<file path="src/design/bdhc_pkg.sv">
// shared types, constants and register indexes for the button debounce block
package bdhc_pkg;

    localparam int unsigned COUNTER_WIDTH_DEF = 32;
    localparam int unsigned CFG_DATA_W = 16;
    localparam int unsigned CFG_IDX_W = 3;
    localparam int unsigned DOWN_TIME_W = 32;

    localparam logic [CFG_IDX_W-1:0] CFG_IDX_DEBOUNCE_DELAY = 3'd0;
    localparam logic [CFG_IDX_W-1:0] CFG_IDX_HOLD_DELAY = 3'd1;
    localparam logic [CFG_IDX_W-1:0] CFG_IDX_HOLD_INTERVAL = 3'd2;
    localparam logic [CFG_IDX_W-1:0] CFG_IDX_PRESSED_LEVEL = 3'd3;
    localparam logic [CFG_IDX_W-1:0] CFG_IDX_HOLD_ENABLED = 3'd4;

    localparam logic [CFG_DATA_W-1:0] DEBOUNCE_DELAY_RST = 16'd50;

    typedef struct packed {
        logic raw_level;
    } t_req;

    typedef struct packed {
        logic                   is_pressed;
        logic                   just_pressed;
        logic                   just_released;
        logic                   click;
        logic                   hold_event;
        logic [DOWN_TIME_W-1:0] down_time;
    } t_rsp;

    typedef struct packed {
        logic [CFG_DATA_W-1:0] debounce_delay;
        logic [CFG_DATA_W-1:0] hold_delay;
        logic [CFG_DATA_W-1:0] hold_interval;
        logic                  pressed_level;
        logic                  hold_enabled;
        logic                  rewire;
        logic                  rewire_level;
    } t_cfg;

endpackage

</file>
<file path="src/design/bdhc_stream_if.sv">
// valid/ready channel carrying one request or result payload
interface bdhc_stream_if #(
    parameter type t_payload = logic
) ();
    logic     valid;
    logic     ready;
    t_payload payload;

    modport source (output valid, output payload, input ready);
    modport sink (input valid, input payload, output ready);
endinterface

</file>
<file path="src/design/bdhc_cfg_regs.sv">
// configuration registers of the button debounce block
module bdhc_cfg_regs (
    input  logic                               i_clk,
    input  logic                               i_rst_n,
    input  logic                               i_cfg_we,
    input  logic [bdhc_pkg::CFG_IDX_W-1:0]     i_cfg_idx,
    input  logic [bdhc_pkg::CFG_DATA_W-1:0]    i_cfg_data,
    output bdhc_pkg::t_cfg                     o_cfg
);
    logic [bdhc_pkg::CFG_DATA_W-1:0] r_debounce_delay;
    logic [bdhc_pkg::CFG_DATA_W-1:0] r_hold_delay;
    logic [bdhc_pkg::CFG_DATA_W-1:0] r_hold_interval;
    logic                            r_pressed_level;
    logic                            r_hold_enabled;

    always_ff @(posedge i_clk) begin
        if (!i_rst_n) begin
            r_debounce_delay <= bdhc_pkg::DEBOUNCE_DELAY_RST;
            r_hold_delay     <= '0;
            r_hold_interval  <= '0;
            r_pressed_level  <= 1'b0;
            r_hold_enabled   <= 1'b0;
        end else if (i_cfg_we) begin
            case (i_cfg_idx)
                bdhc_pkg::CFG_IDX_DEBOUNCE_DELAY: r_debounce_delay <= i_cfg_data;
                bdhc_pkg::CFG_IDX_HOLD_DELAY:     r_hold_delay <= i_cfg_data;
                bdhc_pkg::CFG_IDX_HOLD_INTERVAL:  r_hold_interval <= i_cfg_data;
                bdhc_pkg::CFG_IDX_PRESSED_LEVEL:  r_pressed_level <= i_cfg_data[0];
                bdhc_pkg::CFG_IDX_HOLD_ENABLED:   r_hold_enabled <= i_cfg_data[0];
                default: ;
            endcase
        end
    end

    always_comb begin
        o_cfg.debounce_delay = r_debounce_delay;
        o_cfg.hold_delay     = r_hold_delay;
        o_cfg.hold_interval  = r_hold_interval;
        o_cfg.pressed_level  = r_pressed_level;
        o_cfg.hold_enabled   = r_hold_enabled;
        o_cfg.rewire         = i_cfg_we && (i_cfg_idx == bdhc_pkg::CFG_IDX_PRESSED_LEVEL);
        o_cfg.rewire_level   = i_cfg_data[0];
    end
endmodule

</file>
<file path="src/design/bdhc_in_reg.sv">
// input register holding one raw level request
module bdhc_in_reg (
    input  logic i_clk,
    input  logic i_rst_n,
    input  logic i_valid,
    output logic o_ready,
    input  logic i_raw,
    input  logic i_adv,
    output logic o_valid,
    output logic o_raw
);
    logic r_valid;
    logic r_raw;

    assign o_ready = !r_valid || i_adv;

    always_ff @(posedge i_clk) begin
        if (!i_rst_n) begin
            r_valid <= 1'b0;
        end else if (o_ready) begin
            r_valid <= i_valid;
        end
    end

    always_ff @(posedge i_clk) begin
        if (o_ready && i_valid) begin
            r_raw <= i_raw;
        end
    end

    assign o_valid = r_valid;
    assign o_raw   = r_raw;
endmodule

</file>
<file path="src/design/bdhc_core.sv">
// debounce, press/release, click and hold state update for one tick
module bdhc_core #(
    parameter int unsigned COUNTER_WIDTH = bdhc_pkg::COUNTER_WIDTH_DEF
) (
    input  logic           i_clk,
    input  logic           i_rst_n,
    input  logic           i_adv,
    input  logic           i_raw,
    input  bdhc_pkg::t_cfg i_cfg,
    output bdhc_pkg::t_rsp o_res
);
    localparam logic [COUNTER_WIDTH-1:0] CNT_MAX = '1;

    logic                     r_last_raw;
    logic                     r_stable_pressed;
    logic [COUNTER_WIDTH-1:0] r_unch;
    logic [COUNTER_WIDTH-1:0] r_down;
    logic                     r_hold_fired;
    logic [COUNTER_WIDTH-1:0] r_tsh;

    logic                     n_stable_pressed;
    logic [COUNTER_WIDTH-1:0] n_unch;
    logic [COUNTER_WIDTH-1:0] n_down;
    logic                     n_hold_fired;
    logic [COUNTER_WIDTH-1:0] n_tsh;

    logic                     raw_pressed;
    logic                     level_ok;
    logic [COUNTER_WIDTH-1:0] debounce_w;
    logic [COUNTER_WIDTH-1:0] hold_delay_w;
    logic [COUNTER_WIDTH-1:0] hold_interval_w;
    logic [COUNTER_WIDTH-1:0] tsh_inc;
    logic                     repeat_due;
    logic                     jp;
    logic                     jr;
    logic                     clk_ev;
    logic                     hold;

    always_comb begin
        debounce_w      = COUNTER_WIDTH'(i_cfg.debounce_delay);
        hold_delay_w    = COUNTER_WIDTH'(i_cfg.hold_delay);
        hold_interval_w = COUNTER_WIDTH'(i_cfg.hold_interval);
        raw_pressed     = (i_raw == i_cfg.pressed_level);

        if (i_raw != r_last_raw) begin
            n_unch = '0;
        end else if (r_unch == CNT_MAX) begin
            n_unch = r_unch;
        end else begin
            n_unch = r_unch + 1'b1;
        end

        if (r_hold_fired && (r_tsh != CNT_MAX)) begin
            tsh_inc = r_tsh + 1'b1;
        end else begin
            tsh_inc = r_tsh;
        end

        level_ok   = (n_unch > debounce_w);
        repeat_due = (i_cfg.hold_interval != '0) && (tsh_inc > hold_interval_w);

        n_stable_pressed = r_stable_pressed;
        n_down           = r_down;
        n_hold_fired     = r_hold_fired;
        n_tsh            = tsh_inc;
        jp               = 1'b0;
        jr               = 1'b0;
        clk_ev           = 1'b0;
        hold             = 1'b0;

        if (level_ok) begin
            if (r_stable_pressed != raw_pressed) begin
                n_stable_pressed = raw_pressed;
                n_hold_fired     = 1'b0;
                n_tsh            = '0;
                jp               = raw_pressed;
                jr               = !raw_pressed;
                clk_ev           = !raw_pressed &&
                                   ((r_down < hold_delay_w) || !i_cfg.hold_enabled);
            end else if (r_stable_pressed) begin
                n_down = n_unch - debounce_w;
                if ((i_cfg.hold_delay != '0) && (!r_hold_fired || repeat_due) &&
                    (n_down > hold_delay_w) && i_cfg.hold_enabled) begin
                    hold         = 1'b1;
                    n_hold_fired = 1'b1;
                    n_tsh        = '0;
                end
            end
        end

        o_res.is_pressed    = n_stable_pressed;
        o_res.just_pressed  = jp;
        o_res.just_released = jr;
        o_res.click         = clk_ev;
        o_res.hold_event    = hold;
        o_res.down_time     = bdhc_pkg::DOWN_TIME_W'(n_down);
    end

    always_ff @(posedge i_clk) begin
        if (!i_rst_n) begin
            r_last_raw       <= 1'b1;
            r_stable_pressed <= 1'b0;
            r_unch           <= '0;
            r_down           <= '0;
            r_hold_fired     <= 1'b0;
            r_tsh            <= '0;
        end else if (i_cfg.rewire) begin
            r_last_raw       <= !i_cfg.rewire_level;
            r_stable_pressed <= 1'b0;
        end else if (i_adv) begin
            r_last_raw       <= i_raw;
            r_stable_pressed <= n_stable_pressed;
            r_unch           <= n_unch;
            r_down           <= n_down;
            r_hold_fired     <= n_hold_fired;
            r_tsh            <= n_tsh;
        end
    end

    a_click_on_release: assert property (@(posedge i_clk) disable iff (!i_rst_n)
        (i_adv && o_res.click) |-> o_res.just_released)
        else $error("click without release");

    a_hold_while_pressed: assert property (@(posedge i_clk) disable iff (!i_rst_n)
        (i_adv && o_res.hold_event) |-> (o_res.is_pressed && !o_res.just_pressed))
        else $error("hold event while not held down");

    a_change_clears_count: assert property (@(posedge i_clk) disable iff (!i_rst_n)
        (i_adv && !i_cfg.rewire && (i_raw != r_last_raw)) |=> (r_unch == '0))
        else $error("level change did not clear the unchanged count");

    a_hold_rearms_timer: assert property (@(posedge i_clk) disable iff (!i_rst_n)
        (i_adv && !i_cfg.rewire && hold) |=> (r_hold_fired && (r_tsh == '0)))
        else $error("hold event did not restart the repeat timer");
endmodule

</file>
<file path="src/design/bdhc_out_reg.sv">
// result register toward the receiver
module bdhc_out_reg (
    input  logic           i_clk,
    input  logic           i_rst_n,
    input  logic           i_adv,
    input  bdhc_pkg::t_rsp i_res,
    input  logic           i_ready,
    output logic           o_valid,
    output bdhc_pkg::t_rsp o_res
);
    logic           r_valid;
    bdhc_pkg::t_rsp r_res;

    always_ff @(posedge i_clk) begin
        if (!i_rst_n) begin
            r_valid <= 1'b0;
        end else if (i_adv) begin
            r_valid <= 1'b1;
        end else if (i_ready) begin
            r_valid <= 1'b0;
        end
    end

    always_ff @(posedge i_clk) begin
        if (i_adv) begin
            r_res <= i_res;
        end
    end

    assign o_valid = r_valid;
    assign o_res   = r_res;
endmodule

</file>
<file path="src/design/button_debounce_hold_click_unit.sv">
// push button debouncer with press, release, click and hold repeat events
//
// i_req carries one request per millisecond tick with the sampled pin level.
// o_rsp returns exactly one result per request: the debounced pressed state,
// press/release/click/hold flags and the saturating down time.
// configuration is written through i_cfg_we / i_cfg_idx / i_cfg_data; the
// user must do so only while no request is in flight (not enforced by the
// block); writing pressed_level also resets the debounced state to released.
// a request accepted into the input register is processed by the core and
// its result is written to the result register once that register is free.
// throughput: one request per cycle while the receiver does not stall, set
// by the state update between the input register and the result register.
// reset (synchronous, active low) clears all counters, sets the state to
// released and loads the register defaults (debounce delay 50).
// when the receiver stalls, the result register holds its result and the
// input register holds one more request; i_req.ready then drops until the
// result is taken.
module button_debounce_hold_click_unit #(
    parameter int unsigned COUNTER_WIDTH = bdhc_pkg::COUNTER_WIDTH_DEF
) (
    input  logic                            i_clk,
    input  logic                            i_rst_n,
    bdhc_stream_if.sink                     i_req,
    bdhc_stream_if.source                   o_rsp,
    input  logic                            i_cfg_we,
    input  logic [bdhc_pkg::CFG_IDX_W-1:0]  i_cfg_idx,
    input  logic [bdhc_pkg::CFG_DATA_W-1:0] i_cfg_data
);
    bdhc_pkg::t_cfg cfg;
    bdhc_pkg::t_rsp core_res;
    bdhc_pkg::t_rsp out_res;
    logic           in_valid;
    logic           in_raw;
    logic           out_valid;
    logic           adv;

    assign adv = in_valid && (!out_valid || o_rsp.ready);

    bdhc_cfg_regs u_cfg (
        .i_clk      (i_clk),
        .i_rst_n    (i_rst_n),
        .i_cfg_we   (i_cfg_we),
        .i_cfg_idx  (i_cfg_idx),
        .i_cfg_data (i_cfg_data),
        .o_cfg      (cfg)
    );

    bdhc_in_reg u_in (
        .i_clk   (i_clk),
        .i_rst_n (i_rst_n),
        .i_valid (i_req.valid),
        .o_ready (i_req.ready),
        .i_raw   (i_req.payload.raw_level),
        .i_adv   (adv),
        .o_valid (in_valid),
        .o_raw   (in_raw)
    );

    bdhc_core #(
        .COUNTER_WIDTH (COUNTER_WIDTH)
    ) u_core (
        .i_clk   (i_clk),
        .i_rst_n (i_rst_n),
        .i_adv   (adv),
        .i_raw   (in_raw),
        .i_cfg   (cfg),
        .o_res   (core_res)
    );

    bdhc_out_reg u_out (
        .i_clk   (i_clk),
        .i_rst_n (i_rst_n),
        .i_adv   (adv),
        .i_res   (core_res),
        .i_ready (o_rsp.ready),
        .o_valid (out_valid),
        .o_res   (out_res)
    );

    assign o_rsp.valid   = out_valid;
    assign o_rsp.payload = out_res;
endmodule

</file>
<file path="src/flat_wrapper.sv">
// flat-port wrapper written by rule: the top's interface ports become plain ports
module button_debounce_hold_click_unit_flat import bdhc_pkg::*;
#(
    parameter int unsigned COUNTER_WIDTH = bdhc_pkg::COUNTER_WIDTH_DEF
)
  (i_clk, i_rst_n, i_cfg_we, i_cfg_idx, i_cfg_data, i_req_valid, i_req_payload, i_req_ready, o_rsp_valid, o_rsp_payload, o_rsp_ready);
  bdhc_stream_if #(.t_payload(t_req)) i_req_i ();
  bdhc_stream_if #(.t_payload(t_rsp)) o_rsp_i ();
  input  logic i_clk;
  input  logic i_rst_n;
  input  logic i_cfg_we;
  input  logic [bdhc_pkg::CFG_IDX_W-1:0] i_cfg_idx;
  input  logic [bdhc_pkg::CFG_DATA_W-1:0] i_cfg_data;
  input wire logic [$bits(i_req_i.valid)-1:0] i_req_valid;
  input wire logic [$bits(i_req_i.payload)-1:0] i_req_payload;
  output wire logic [$bits(i_req_i.ready)-1:0] i_req_ready;
  output wire logic [$bits(o_rsp_i.valid)-1:0] o_rsp_valid;
  output wire logic [$bits(o_rsp_i.payload)-1:0] o_rsp_payload;
  input wire logic [$bits(o_rsp_i.ready)-1:0] o_rsp_ready;
  assign i_req_i.valid = i_req_valid;
  assign i_req_i.payload = i_req_payload;
  assign i_req_ready = i_req_i.ready;
  assign o_rsp_valid = o_rsp_i.valid;
  assign o_rsp_payload = o_rsp_i.payload;
  assign o_rsp_i.ready = o_rsp_ready;
  button_debounce_hold_click_unit #(.COUNTER_WIDTH(COUNTER_WIDTH)) u_core (.i_clk(i_clk), .i_rst_n(i_rst_n), .i_req(i_req_i), .o_rsp(o_rsp_i), .i_cfg_we(i_cfg_we), .i_cfg_idx(i_cfg_idx), .i_cfg_data(i_cfg_data));
endmodule
</file>
<file path="config.mk">
export PLATFORM = sky130hd
export DESIGN_NAME = button_debounce_hold_click_unit_flat
export DESIGN_NICKNAME = d
export VERILOG_FILES = /design/src/design/bdhc_pkg.sv /design/src/design/bdhc_stream_if.sv /design/src/design/bdhc_cfg_regs.sv /design/src/design/bdhc_in_reg.sv /design/src/design/bdhc_core.sv /design/src/design/bdhc_out_reg.sv /design/src/design/button_debounce_hold_click_unit.sv /design/src/flat_wrapper.sv
export SDC_FILE = /design/constraint.sdc
export NUM_CORES = 1
export LEC_CHECK = 0
export ABC_AREA = 1
export CAP_MARGIN = 20
export CORE_MARGIN = 10
export CORE_UTILIZATION = 35
export DETAILED_ROUTE_END_ITERATION = 10
export DONT_BUFFER_PORTS = 1
export SLEW_MARGIN = 20
export SYNTH_ARGS = -nofsm -noshare
export SYNTH_HDL_FRONTEND = slang
export SYNTH_HIERARCHICAL = 1
export SYNTH_SLANG_ARGS = --single-unit
</file>
<file path="constraint.sdc">
create_clock -name i_clk -period 6.4 [get_ports i_clk]
set_input_delay 0.96 -clock i_clk [delete_from_list [all_inputs] [get_ports i_clk]]
set_output_delay 0.96 -clock i_clk [all_outputs]
set_load 0.03 [all_outputs]
</file>
==> results of run 1 <==
worst max-delay path: cells and delay by family, from the launching register on:
family | cells | cell delay, ps
AO/OA/AOI/OAI | 6 | 830
buffers and inverters | 7 | 510
flip-flops | 1 | 430
AND/OR/NAND/NOR | 23 | 2820
XOR/XNOR | 1 | 180
adder cells (fa/ha/maj) | 3 | 900
through the flow:
stage	instance area [um2]	utilization	cells	setup TNS [ps]	setup WS, ps
floorplan	12960	-	1981	0	1666
CTS	13800	0.3768	2412	0	271.2
finish	13890	0.3795	2415	0	663.6
detailed placement	13210	0.3609	2380	0	311.5
global placement	13210	0.3609	2380	0	560.0
global route	13890	0.3795	2415	-305.0	-49.08
path summary, 6_finish.rpt:
check                                                 start                                        end  slack (ps)
setup reg to reg       u_core/u_core/r_unch[0]$_SDFFE_PN0P_       u_core/u_core/r_tsh[12]$_SDFFE_PN0P_         660
setup / recovery       u_core/u_core/r_unch[0]$_SDFFE_PN0P_       u_core/u_core/r_tsh[12]$_SDFFE_PN0P_         660
hold reg to reg   u_core/u_cfg/r_hold_delay[7]$_SDFFE_PN0P_  u_core/u_cfg/r_hold_delay[7]$_SDFFE_PN0P_         490
hold / removal    u_core/u_cfg/r_hold_delay[7]$_SDFFE_PN0P_  u_core/u_cfg/r_hold_delay[7]$_SDFFE_PN0P_         490
routing by layer:
layer	up-vias	wire, um	GRT usage
met5	-	0	0
met4	0	557	0.04505
met3	29	1839	0.02754
met2	267	17280	0.2648
met1	5496	17960	0.2233
li1	6194	-	-
cell type report:
type / instances / area (um2) / area share
multi-input cells: 1450 / 7497 / 0.5397
flip-flops and latches: 189 / 4164 / 0.2997
inverters: 269 / 1011 / 0.07277
clock inverters: 12 / 123.9 / 0.008917
clock buffers: 20 / 457.9 / 0.03296
repair buffers: 7 / 52.55 / 0.003783
well taps: 468 / 585.6 / 0.04215
registers in the layout, indices dropped and copies added (netlist names):
register	cells
u_core/u_in/o_raw	1
u_core/u_core/r_stable_pressed	1
u_core/u_cfg/r_hold_interval	16
u_core/u_core/r_unch	32
u_core/u_in/o_valid	1
u_core/u_cfg/r_hold_delay	16
u_core/u_core/r_hold_fired	1
u_core/u_out/o_res	37
u_core/u_core/r_last_raw	1
u_core/u_cfg/r_pressed_level	1
u_core/u_cfg/r_debounce_delay	16
u_core/u_out/o_valid	1
u_core/u_cfg/r_hold_enabled	1
u_core/u_core/r_tsh	32
u_core/u_core/r_down	32
cells in the final DEF, fill, tap and decap left out, types with 11 or more instances in the layout:
cell type  netlist  final
o21ai_0         96     95
o21ai_1         17     18
inv_1          263    262
nand4_1         25     25
xor2_1          41     41
ha_1            68     67
edfxtp_1        38     38
nor3_1          22     20
nand2_1        482    482
a21oi_2         33     33
nor2_1         320    317
nand3_1        123    123
nor4_1          11     11
a21oi_1         92     91
nor2_2          10     12
clkbuf_16        0     18
nor2_4          10     11
nand2_2         48     47
dfxtp_1        151    151
kinds of logic after synthesis:
kind of cell	after synthesis	synth area share
adder cells (fa/ha/maj)	69	0.06718
buffers and inverters	345	0.1097
XOR/XNOR	52	0.03513
AND/OR/NAND/NOR	1065	0.3518
flip-flops	189	0.3212
AO/OA/AOI/OAI	261	0.1149
report_power, final:
group,leakage (nW),switching [mW],internal [mW]
clock,0.284,0.512,0.572
combinational,4.19,0.571,0.257
sequential,1.60,0.100,1.30
total,6.08,1.18,2.13
==> results.md, run 1 <==
* Cell variety after synth at 46
* Mapped cell area at 12,960 um2
* Max transition margin at -0.08882
* Critical path's largest stage delay at 430 ps
* Total grt overflow at 0
* Peak VDD IR at 0.2126 mV
* Crit share post-route at 0.8963
* DRC violations left at 0
* CP dominant cell by count: nand2_1
* N_diodes at 0
* Hold Path Stages at 2
* Worst reg-to-reg path cell count at 40
* Count of flip-flops with a built-in enable after synthesis at 38
* Power per cell area at 238.2 nW/um2
* Share of layout cells above drive strength 1 at 0.08629
* Hold Buf Count CTS at 0
* Net Count, Synth at 2,075
* First-pass GRT wire length at 59.22 mm
* Critical Path Fanout Max at 8
* Final Hold Vio Count at 0
* Vias/cell at 4.963
* Worst path slowest cell: dfxtp_1
* Die area at 45,130 um2
* Max-Cap Viols at 1
* Final wirelength at 37.63 mm
* Tot GR Track Use at 0.1650
* Core Region at 36,610 um2
* Synth area leaders: dfxtp_1 23%, nand2_1 14%, nor2_1 9.3%
* Slew @ Worst Pin at 1633 ps
* Worst Skew at 12.77 ps
* Seq/Total Area, Yosys at 0.3212
* Worst-path clk slew at 80 ps
* H-tree levels at 4
* Worst Path Required at 6790 ps
* Primary FF master, synth: dfxtp_1
* P&R area growth vs syn at 7.172%
* DR pass1 iterations at 5
* Largest net degree at the start of global routing at 84
* Fillers at 3,958
* Crit end category: flip-flop
* Rows at 70
* YS warnings at 6
* Outcome: finished, violations left
* Die W at 212.4 um
* Worst min-delay path class: flip-flop to flip-flop
* Most common library cells after synthesis: 482 x nand2_1, 320 x nor2_1, 263 x inv_1
* FFs w/ async S/R, synth at 0
* Sink Count at 189
* Initial antenna violation count at 0
* Gate Count Post-Synth at 1,981
* Post-DP HPWL at 28.21 mm
* CTS root buf: clkbuf_16
* Post-synth top area cell: dfxtp_1
* DR iter-0 viols at 900
* Max Slew Vio Count at 5
* CTS Buffer Depth at 2
* Fin crit period at 5736 ps
* TritonCTS buffer count at 17
* Initial Util at 0.3541
* Clock latency on the worst-skew pair at 460 ps
* Nets at 2,028
* PortBufs at 0
* CTS tree: built
* WP data arrival at 6130 ps
* Final ANT Viol Nets at 0
* Startpoint types: flip-flop
* Share of the synthesized area in the top cell type at 0.2332
* P_leak at 6.075 nW
* Syn_area_per_cell at 6.543 um2
* Post-CTS Setup Bufs at 0
* Fmax at 174.3 MHz
* Count leader, synth: nand2_1
* Ports at 64
* Failing checks: max-capacitance violations, max-slew violations
* Endpoints failing setup at 0
* DR WL/cell at 15.58 um
* Die height at 212.4 um
* Critical path type: flip-flop to flip-flop
* Count of state elements after synthesis at 189
* Tot Pwr at 3.309 mW
* Post_cts resized at 0
* Vias in the first global route at 11,085
* Routed vias at 11,986
* Worst Hold Margin at 486.7 ps
* Placer Congestion at 0.9066
No activity file was read; power rests on OpenSTA's default activity.
==> inputs of run 2 (changes only) <==
- CORE_UTILIZATION: 35 -> 50
==> run 2 against run 1 <==
Against the previous run: the flow now finishes without violations; wire length fell by 3.2%; combinational power decreased by 2.9%; first-iteration DRC count is 5.9% higher; clock power grew 6%; die area is 27% lower; hold slack about the same; critical path depth unchanged; final area decreased by 1.2%; non-clock buffer count stayed put; utilization increased by 16 points; via count grew 0.23%.
==> results.md, run 2 (synthesis gave the netlist of run 1 again) <==
* First-pass GRT wire length at 58.78 mm (-0.74%)
* Critical path type: flip-flop to flip-flop
* Die W at 181.0 um (-15%)
* Hold Buf Count CTS at 0 (unchanged)
* Initial Util at 0.5118 (+0.1577)
* Dpl cells at 2,241 (-5.8%)
* Share of layout cells above drive strength 1 at 0.08329 (-0.002996)
* P_leak at 6.086 nW (+0.17%)
* N_diodes at 0 (unchanged)
* Ports at 64 (unchanged)
* TritonCTS buffer count at 17 (unchanged)
* Final wirelength at 36.44 mm (-3.2%)
* Rows at 58 (-17%)
* Worst Path Required at 6770 ps (-20 ps)
* Post_cts resized at 0 (unchanged)
* DR WL/cell at 16.02 um (+2.8%)
* Post-CTS Setup Bufs at 0 (unchanged)
* Worst path slowest cell: dfxtp_1
* DR pass1 iterations at 5 (unchanged)
* Die area at 32,760 um2 (-27%)
* Leading cell type in the layout, fill and taps excluded: nand2_1
* Final Hold Vio Count at 0 (unchanged)
* Power per cell area at 244.4 nW/um2 (+2.6%)
* Setup Total Neg Slack at 0 ps (unchanged)
* Worst Skew at 22.62 ps (+9.848 ps)
* Worst-path clk slew at 80 ps (about the same)
* Die height at 181.0 um (-15%)
* Endpoints failing setup at 0 (unchanged)
* Slew @ Worst Pin at 999.4 ps (-633.8 ps)
* Max transition margin at 0.3337 (+0.4225)
* Fin crit period at 5748 ps (+11.28 ps)
* Worst min-delay path class: flip-flop to flip-flop
* Initial antenna violation count at 0 (unchanged)
* Most frequent cells in the layout: 482 x nand2_1, 318 x nor2_1, 262 x inv_1
* Final Instance Count excl. Fillers at 2,275 (-5.8%)
* Setup ws final at 652.3 ps (-11.28 ps)
* CTS Buffer Depth at 2 (unchanged)
* Routed vias at 12,013 (+0.23%)
* Outcome: finished clean
* Worst slack at placement at 498.2 ps (+186.7 ps)
* H-tree levels at 4 (unchanged)
* DRC violations left at 0 (unchanged)
* Placer Congestion at 0.9159 (+1.0%)
* Clock latency on the worst-skew pair at 450 ps (about the same)
* Crit end category: flip-flop
* Core Region at 25,330 um2 (-31%)
* DR iter-0 viols at 953 (+5.9%)
* Max Slew Vio Count at 0 (-5)
* Fmax at 174.0 MHz (-0.20%)
* CP dominant cell by count: nand2_1
* Tot GR Track Use at 0.2153 (+0.05026)
* Total grt overflow at 0 (unchanged)
* PortBufs at 0 (unchanged)
* Vias/cell at 5.280 (+6.4%)
* Peak VDD IR at 0.1816 mV (-15%)
* Vias in the first global route at 11,129 (+0.40%)
* Startpoint types: flip-flop
* CTS root buf: clkbuf_16
* Largest register FFs at 37 (unchanged)
* Largest net degree at the start of global routing at 84 (unchanged)
* Final ANT Viol Nets at 0 (unchanged)
* Nets at 2,026 (-0.099%)
* P&R area growth vs syn at 5.840%
* CTS tree: built
* WP data arrival at 6110 ps (-20 ps)
* Sink Count at 189 (unchanged)
* Crit share post-route at 0.8981 (+0.001762)
* Final core occ at 0.5417 (+0.1622)
* Post-DP HPWL at 27.10 mm (-3.9%)
* Critical path's largest stage delay at 430 ps (about the same)
* Max-Cap Viols at 0 (-1)
* Critical Path Fanout Max at 16 (+8)
* RSZ-0062 raised after global routing: false
run 2: metrics by stage:
stage | area [um2] | hold slack, ps | power, mW
2_1_floorplan | 12960 | 441.7 | 2.029
3_3_place_gp | 13030 | 464.2 | 2.200
3_5_place_dp | 13030 | 469.2 | 2.207
4_1_cts | 13680 | 488.5 | 3.362
5_1_grt | 13720 | 509.0 | 3.536
6_report | 13720 | 486.6 | 3.353
run 2: final timing paths:
check / to / startpoint / slack [ps] / cells past startpoint
hold / removal: u_core/u_cfg/r_debounce_delay[15]$_SDFFE_PN0P_ / u_core/u_cfg/r_debounce_delay[15]$_SDFFE_PN0P_ / 490 / 2
hold reg to reg: u_core/u_cfg/r_debounce_delay[15]$_SDFFE_PN0P_ / u_core/u_cfg/r_debounce_delay[15]$_SDFFE_PN0P_ / 490 / 2
setup reg to reg: u_core/u_core/r_tsh[0]$_SDFFE_PN0P_ / u_core/u_core/r_unch[0]$_SDFFE_PN0P_ / 650 / 40
setup / recovery: u_core/u_core/r_tsh[0]$_SDFFE_PN0P_ / u_core/u_core/r_unch[0]$_SDFFE_PN0P_ / 650 / 40
run 2: area by class of cell:
class                      count  area [um2]
clock buffer                  17       425.4
clock inverter                15       221.5
fill                        2603       11610
inverter                     269        1011
multi-input combinational   1448        7432
sequential                   189        4164
tap                          330       412.9
timing repair buffer           7       52.55
run 2: report_power, final:
part | total [mW] | internal, mW | leakage (nW) | switching [mW]
clock | 1.15 | 0.553 | 0.310 | 0.600
combinational | 0.804 | 0.250 | 4.17 | 0.554
sequential | 1.40 | 1.30 | 1.60 | 0.0986
total | 3.35 | 2.10 | 6.09 | 1.25
run 2: critical path: cells and delay by family, from the launching register on:
kind                     cells  cell delay, ps
adder cells (fa/ha/maj)      3             920
AO/OA/AOI/OAI                6             850
XOR/XNOR                     1             170
buffers and inverters        7             500
flip-flops                   1             430
AND/OR/NAND/NOR             23            2770
run 2: metal layers:
metal	global-route usage	wire [um]	share of wire
met5	0	0	0
met4	0.06411	809	0.022
met3	0.03477	1733	0.048
met2	0.3612	17050	0.47
met1	0.2779	16840	0.46
